## src/hw/rtl/thin_plate_spline_evaluate_macros.svh

```systemverilog
// Assertion macros shared by the spline evaluator RTL.
`ifndef THIN_PLATE_SPLINE_EVALUATE_MACROS_SVH
`define THIN_PLATE_SPLINE_EVALUATE_MACROS_SVH

// Checked on every clock edge outside reset.
`define TPS_ASSERT(lbl, prop, msg) \
    lbl: assert property (@(posedge i_clk) disable iff (!i_rst_n) prop) else $error(msg);

// Checked on every clock edge, reset included.
`define TPS_ASSERT_ALWAYS(lbl, prop, msg) \
    lbl: assert property (@(posedge i_clk) prop) else $error(msg);

`endif

```

## src/hw/rtl/tps_eval_pkg.sv

```systemverilog
// Shared types, widths and the log2 mantissa table of the spline evaluator.
`timescale 1ns / 1ps
package tps_eval_pkg;

    // Sizes of the block.
    localparam int MAX_POINTS_DEF = 64;
    localparam int FRAC_BITS      = 16;
    localparam int LOG_TABLE_BITS = 8;
    localparam int ROM_SIZE       = 1 << LOG_TABLE_BITS;
    localparam int L2_FRAC        = 24;
    localparam int DATA_W         = 32;
    localparam int COUNT_W        = 7;
    localparam int INDEX_W        = 6;
    localparam int ACC_W          = 64;
    localparam int REG_IDX_W      = 3;
    localparam int PADDR_W        = 5;

    // Kernel datapath widths.
    localparam int DIFF_W   = DATA_W + 1;
    localparam int SQ_W     = 2 * DIFF_W - FRAC_BITS;
    localparam int S_W      = SQ_W + 1;
    localparam int POS_W    = $clog2(S_W);
    localparam int L2_W     = 32;
    localparam int LN2_W    = 30;
    localparam logic [LN2_W-1:0] LN2_Q30 = 30'd744261118;
    localparam int LN_SHIFT = 54 - FRAC_BITS;
    localparam int LNP_W    = L2_W + LN2_W;
    localparam int LN_W     = LNP_W - LN_SHIFT;
    localparam int S_HI_W   = S_W - DATA_W;
    localparam int UP_W     = S_W + LN_W;
    localparam int U_W      = UP_W - FRAC_BITS;
    localparam int U_HI_W   = U_W - DATA_W;
    localparam int TP_W     = DATA_W + U_W;
    localparam int TM_W     = TP_W - FRAC_BITS;
    localparam int AP_W     = 2 * DATA_W;

    typedef enum logic {
        ACT_LOAD = 1'b0,
        ACT_EVAL = 1'b1
    } t_action;

    typedef enum logic [REG_IDX_W-1:0] {
        REG_POINT_COUNT = 3'd0,
        REG_AX_OFFSET   = 3'd1,
        REG_AX_FROM_X   = 3'd2,
        REG_AX_FROM_Y   = 3'd3,
        REG_AY_OFFSET   = 3'd4,
        REG_AY_FROM_X   = 3'd5,
        REG_AY_FROM_Y   = 3'd6
    } t_reg_idx;

    typedef enum logic [2:0] {
        ST_IDLE,
        ST_AFF_MUL,
        ST_AFF_ADD1,
        ST_AFF_ADD2,
        ST_SUM,
        ST_DRAIN,
        ST_FINISH
    } t_state;

    typedef struct packed {
        t_action                   action;
        logic [INDEX_W-1:0]        entry_index;
        logic signed [DATA_W-1:0]  ctrl_x;
        logic signed [DATA_W-1:0]  ctrl_y;
        logic signed [DATA_W-1:0]  weight_x;
        logic signed [DATA_W-1:0]  weight_y;
        logic signed [DATA_W-1:0]  query_x;
        logic signed [DATA_W-1:0]  query_y;
    } t_in_beat;

    typedef struct packed {
        logic signed [DATA_W-1:0]  mapped_x;
        logic signed [DATA_W-1:0]  mapped_y;
        logic                      saturated;
    } t_out_beat;

    // Commands from the controller to the datapath.
    typedef struct packed {
        logic load;
        logic capture;
        logic aff_init;
        logic aff_add1;
        logic aff_add2;
        logic cnt_clear;
        logic issue;
        logic out_load;
    } t_cmd;

    // Status from the datapath to the controller.
    typedef struct packed {
        logic none_to_sum;
        logic last_issue;
        logic pipe_busy;
        logic out_busy;
    } t_status;

    // log2(1 + k/2^T) in Q0.24, built by repeated squaring at elaboration.
    typedef logic [L2_FRAC-1:0] t_rom [ROM_SIZE];

    function automatic t_rom build_log2_rom();
        t_rom               rom;
        logic [63:0]        y;
        logic [L2_FRAC-1:0] frac;
        for (int k = 0; k < ROM_SIZE; k++) begin
            y = (64'd1 << 30) + (64'(k) << (30 - LOG_TABLE_BITS));
            frac = '0;
            for (int b = 1; b <= L2_FRAC; b++) begin
                y = (y * y) >> 30;
                if (y >= (64'd1 << 31)) begin
                    frac[L2_FRAC - b] = 1'b1;
                    y = y >> 1;
                end
            end
            rom[k] = frac;
        end
        return rom;
    endfunction

    localparam t_rom LOG2_ROM = build_log2_rom();

endpackage

```

## src/hw/rtl/tps_eval_ctrl.sv

```systemverilog
// Sequencer that steps one evaluation through affine setup, summation and drain.
`timescale 1ns / 1ps
module tps_eval_ctrl
    import tps_eval_pkg::*;
(
    input  logic    i_clk,
    input  logic    i_rst_n,
    input  logic    i_in_valid,
    input  t_action i_action,
    input  t_status i_status,
    output t_cmd    o_cmd,
    output logic    o_in_stall
);

    t_state r_state;
    t_state n_state;

    // State register.
    always_ff @(posedge i_clk) begin
        if (!i_rst_n) begin
            r_state <= ST_IDLE;
        end else begin
            r_state <= n_state;
        end
    end

    // Next state and commands.
    always_comb begin
        n_state    = r_state;
        o_cmd      = '0;
        o_in_stall = 1'b1;
        unique case (r_state)
            ST_IDLE: begin
                o_in_stall = 1'b0;
                if (i_in_valid) begin
                    if (i_action == ACT_EVAL) begin
                        o_cmd.capture = 1'b1;
                        n_state       = ST_AFF_MUL;
                    end else begin
                        o_cmd.load = 1'b1;
                    end
                end
            end
            ST_AFF_MUL: begin
                o_cmd.aff_init  = 1'b1;
                o_cmd.cnt_clear = 1'b1;
                n_state         = ST_AFF_ADD1;
            end
            ST_AFF_ADD1: begin
                o_cmd.aff_add1 = 1'b1;
                n_state        = ST_AFF_ADD2;
            end
            ST_AFF_ADD2: begin
                o_cmd.aff_add2 = 1'b1;
                n_state        = i_status.none_to_sum ? ST_DRAIN : ST_SUM;
            end
            ST_SUM: begin
                o_cmd.issue = 1'b1;
                if (i_status.last_issue) begin
                    n_state = ST_DRAIN;
                end
            end
            ST_DRAIN: begin
                if (!i_status.pipe_busy) begin
                    n_state = ST_FINISH;
                end
            end
            ST_FINISH: begin
                if (!i_status.out_busy) begin
                    o_cmd.out_load = 1'b1;
                    n_state        = ST_IDLE;
                end
            end
            default: begin
                n_state = ST_IDLE;
            end
        endcase
    end

endmodule

```

## config.mk

```make
export PLATFORM = sky130hd
export DESIGN_NAME = tps_eval_ctrl
export DESIGN_NICKNAME = d
export VERILOG_FILES = /design/src/hw/rtl/thin_plate_spline_evaluate_macros.svh /design/src/hw/rtl/tps_eval_pkg.sv /design/src/hw/rtl/tps_eval_ctrl.sv
export SDC_FILE = /design/constraint.sdc
export NUM_CORES = 1
export LEC_CHECK = 0
export ABC_AREA = 1
export BUFFER_PORTS_ARGS = -buffer_cell sky130_fd_sc_hd__buf_2
export CAP_MARGIN = 20
export CORE_AREA = 2 2 39 41
export CTS_CLUSTER_DIAMETER = 100
export DETAILED_ROUTE_END_ITERATION = 16
export DIE_AREA = 0 0 41 43
export PLACE_DENSITY = 0.47
export SKIP_CTS_REPAIR_TIMING = 1
export SYNTH_ARGS = -nofsm -noshare
export SYNTH_HDL_FRONTEND = slang
export SYNTH_SLANG_ARGS = --single-unit
```

## constraint.sdc

```tcl
create_clock -name i_clk -period 1.56 [get_ports i_clk]
set_clock_uncertainty 0.05 [all_clocks]
set_input_delay 0.234 -clock i_clk [delete_from_list [all_inputs] [get_ports i_clk]]
set_output_delay 0.234 -clock i_clk [all_outputs]
set_load 0.02 [all_outputs]
```

# Yosys cells after proc, flatten, opt, wreduce, memory -nomap -nowiden

Cells that the tools add are included.

Reduce and logical (&&, ||, !) cells: 2
Shift-type cells: 0
Bitwise operators: 0
$mul: 0
Mux-type cells: 18
Divide/modulo/power cells: 0
Add/sub/neg operators: 0
Equal/unequal tests: 11
Order comparisons: 0

Operator list:

| cell                                                                   | number |
|---|---|
| 3-bit case mux with 7 select lines                                     | 1 |
| 3-bit two-way mux                                                      | 5 |
| 1-bit two-way mux                                                      | 10 |
| 2-bit != test (second input constant)                                  | 5 |
| 3-bit equality test (second input constant)                            | 3 |
| 3-bit by 2-bit equality test with 1-bit output (second input constant) | 2 |
| 5-bit AND reduction                                                    | 1 |
| 2-bit two-way mux                                                      | 2 |
| 3-bit by 1-bit equality test with 1-bit output (second input constant) | 1 |
| 3-bit logical NOT                                                      | 1 |

Word-level logic and storage cells: 32
Bits in registers: 3
Memory bits (writable): 0
Output and inout bits: 9
Bits of input ports: 8
Memories: 0
Memory bits (read-only): 0
Latch bits: 0

# Depth between registers and ports, before layout

Word-level depth: 3
Depth in mapped cells: 9
Depth with buffers taken out: 8

# Least setup slack after synthesis

No wires, ideal clock.

Path type: reg2out
Start: register r_state[1]
End: output port o_cmd[7] (netlist bit)
Stages on the path, launching flop included: 5
Arrival time: 1329 ps
Buffers on the path: 1
Path slack: -53 ps
Required time: 1276 ps
Cells stage by stage: dfxtp_1 buf_6 nor2_1 nand2_1 nor3b_1

RTL lines:

| element                | line                | source |
|---|---|---|
| start, declared        | tps_eval_ctrl.sv:15 | `t_state r_state;` |
| start signal, assigned | tps_eval_ctrl.sv:23 | `r_state <= n_state;` |
| end, declared          | tps_eval_ctrl.sv:11 | `output t_cmd o_cmd,` |

==> run_results.csv <==
group,metric,value,unit
worst_setup_path,timing.setup.critical_path_class,"reg2out",
grt,grt.total_usage,8.63,%
worst_setup_path,cp_max_fo,8,
worst_setup_path,timing.critical_path.cells,"nor2_2 > nand2_1 > nor3b_2 > buf_2",
place,placement.io_buffers,16,
cells_and_area,number_of_fillers_in_the_final_layout,170,
die,placeableCoreArea,1380,um2
cells_and_area,instances_no_fill,80,
route,initial_drt_markers,3,
place,place.gp.congestion,0.695,
timing,max_freq,702,MHz
die,height_of_the_die,43,um
clocking,ctsLongestPathBuffers,2,
worst_setup_path,timing.critical_path.slowest_stage_cell,"sky130_fd_sc_hd__dfxtp_2",
timing,fin_crit,1.42,ns
pwr,power.clock.fraction,39.7,%
die,number_of_cell_rows,14,
logic_synthesis,sequential_area_share_after_synthesis,22.1,%
die,dieArea,1760,um2
clocking,tritoncts_num_sinks,3,
pwr,p_int,0.000224,W
logic_synthesis,synth_cells,46,
route,detailroute.via_count,321,
timing,unrepaired_setup_endpoints_after_global_routing,"no",
worst_setup_path,critPathRequiredTime,1.28,ns
clocking,clk_pin_slew,0.04,ns
cells_and_area,postLayoutCellArea,387,um2
pwr,p_leak,0.232,nW
route,route.final.wire_length,677,um
timing,max-slew-margin-rel,88.0,%
pwr,p_comb_share,33.0,%
timing,worst_pin_slew,0.181,ns
route,drtPass1Iterations,2,
place,dpl-instance-area,347,um2
worst_setup_path,worst-r2r-setup-slack,0.35,ns
die,floorplan.initialDensity,19.6,%
grt,largest_net_degree_at_the_start_of_global_routing,9,
cells_and_area,area_delta_synth_final,42.4,%
logic_synthesis,syn-mean-instance-area,5.90,um2
place,place_inst,75,
logic_synthesis,synth_area,272,um2
worst_hold_path,hold-path-cell-count,3,
timing,final-setup-viol-count,0,
route,detail_route.wl_per_cell,8.46,um
logic_synthesis,yosys.area.top_type_share,22.1,%
cells_and_area,top_regs,"r_state x3",
route,ant_nets,0,
clocking,clock_tree.root_cell,"sky130_fd_sc_hd__clkbuf_4",
worst_setup_path,worst-path-stages,4,
pwr,switching_share,35.2,%
worst_setup_path,worstSetupEndpointType,"primary output",
cells_and_area,finalNetCount,73,
cells_and_area,utilization,27.9,%
worst_setup_path,path_buf_inv,1,
die,dieWidth,41,um
cells_and_area,largest_register_ff_count,3,
clocking,cts_tree,"done",
logic_synthesis,seq_cells_post_synth,3,
worst_setup_path,critical_path.reg2reg.endpoint,"r_state[2]$_SDFFE_PN0P_",
place,detailed_place_hpwl,562,um
logic_synthesis,syn_nets,54,
logic_synthesis,synth_warnings,0,
pwr,power_density,896,nW/um2
cells_and_area,reg_with_most_ffs,"r_state",
logic_synthesis,ys_top_cells_by_area,"sky130_fd_sc_hd__dfxtp_1 22%, sky130_fd_sc_hd__nand2_1 17%, sky130_fd_sc_hd__inv_1 9.7%",
logic_synthesis,yosys.area.top_type,"sky130_fd_sc_hd__dfxtp_1",
pwr,irDropWorstVdd,0.000431,V
pwr,p_sw,0.000122,W
clocking,maximum_level_of_the_cts_h_tree,1,
clocking,clk-insertion-delay-late,0.23,ns
cells_and_area,n_antenna_cell,0,
clocking,cts_buffers,3,
timing,timing_hold_violations_final,0,
worst_setup_path,reg2regPathDepth,8,
worst_hold_path,timing.hold.worst_endpoint,"r_state[1]$_SDFFE_PN0P_",
grt,grt_overflow_total,0,
worst_setup_path,cpPeakStageDelay,0.36,ns
timing,period_share,91.3,%
worst_setup_path,cp_data_arrival_time,1.14,ns
cells_and_area,share_of_layout_cells_above_drive_strength_1,46.9,%
worst_hold_path,holdCritStartpoint,"i_rst_n",
pwr,pwr-share-seq,27.2,%
grt,grt_antenna_before_repair,0,
worst_setup_path,crit_path_start_kind,"register",
route,drc,0,
route,via_per_inst,4.01,
grt,first_global_vias,273,
worst_setup_path,worstReg2RegStart,"r_state[1]$_SDFFE_PN0P_",
worst_hold_path,hp-class,"in2reg",
timing,final-max-slew-violation-count,0,
flow_run,drv_cap,0,
die,io_pins,17,
grt,first_pass_grt_wire_length,1040,um
run_status,run_status,"finished clean",
worst_setup_path,cp_top_family,"flip-flops",
logic_synthesis,synth.lib_cells_used.distinct,14,
## worst max path at each step
stage	start	to
2_1_floorplan	r_state[1]$_SDFFE_PN0P_	o_cmd[7]
3_3_place_gp	r_state[1]$_SDFFE_PN0P_	o_cmd[7]
3_5_place_dp	r_state[1]$_SDFFE_PN0P_	o_cmd[7]
4_1_cts	r_state[1]$_SDFFE_PN0P_	o_cmd[7]
5_1_grt	r_state[1]$_SDFFE_PN0P_	o_cmd[7]
6_report	r_state[1]$_SDFFE_PN0P_	o_cmd[7]
## cells in the final DEF, fill, tap and decap left out, drive strengths merged
cell type / count
buf: 17
nand2: 12
inv: 9
nor2: 7
nor3: 4
clkbuf: 4
nand3: 3
a21oi: 3
dfxtp: 3
nor3b: 1
nand4: 1
## worst min-delay path, delay by kind of cell
kind                   cells  cell delay, ns
buffers and inverters      2            0.16
AOI/OAI and AO/OA          1            0.04
## power by group through the flow
stage          clock [W]  combinational, W  sequential (W)
2_1_floorplan          0         0.0000862       0.0000881
6_report        0.000138          0.000115       0.0000943
3_3_place_gp           0          0.000108       0.0000932
3_5_place_dp           0          0.000109       0.0000935
4_1_cts         0.000144          0.000109       0.0000922
5_1_grt         0.000152          0.000130       0.0000957
## cell usage after synthesis (all sizes together)
| cell type | number |
|---|---|
| nor3 | 4 |
| nor3b | 1 |
| nor2 | 7 |
| nand3 | 3 |
| inv | 9 |
| nand2 | 12 |
| nand4 | 1 |
| dfxtp | 3 |
| buf | 3 |
| a21oi | 3 |
## cell families after synthesis
family	count (synthesis)	share of synthesized area [%]
buffers and inverters	12	23.5
AO/OA/AOI/OAI	3	5.53
AND/OR/NAND/NOR	28	48.8
flip-flops	3	22.1
## metrics by stage
step                TNS (ns)  power, W  hold slack, ns  setup WS [ns]
finish                     0  0.000347           0.191          0.136
CTS                  -0.0202  0.000345           0.191        -0.0202
global placement           0  0.000201           0.439          0.283
floorplan                  0  0.000174           0.316          0.135
global route               0  0.000379           0.191         0.0498
detailed placement         0  0.000202           0.438          0.238
## metal layers
| layer | vias to the layer above | wire length [um] | GRT usage [%] |
|---|---|---|---|
| met3 | 0 | 46 | 4.71 |
| met4 | 0 | 0 | 2.00 |
| met1 | 137 | 309 | 10.3 |
| met2 | 9 | 322 | 13.1 |
| li1 | 175 | - | - |
| met5 | - | 0 | 0 |
## area by class of cell
type	count	area, um2	share of cell area (%)
Clock buffer	4	26.3	6.80
Inverter	9	33.8	8.74
Multi-Input combinational cell	31	155	40.1
Sequential cell	3	63.8	16.5
Tap cell	16	20.0	5.18
Timing Repair Buffer	17	87.6	22.7
Power figures use the tool's default switching activity.
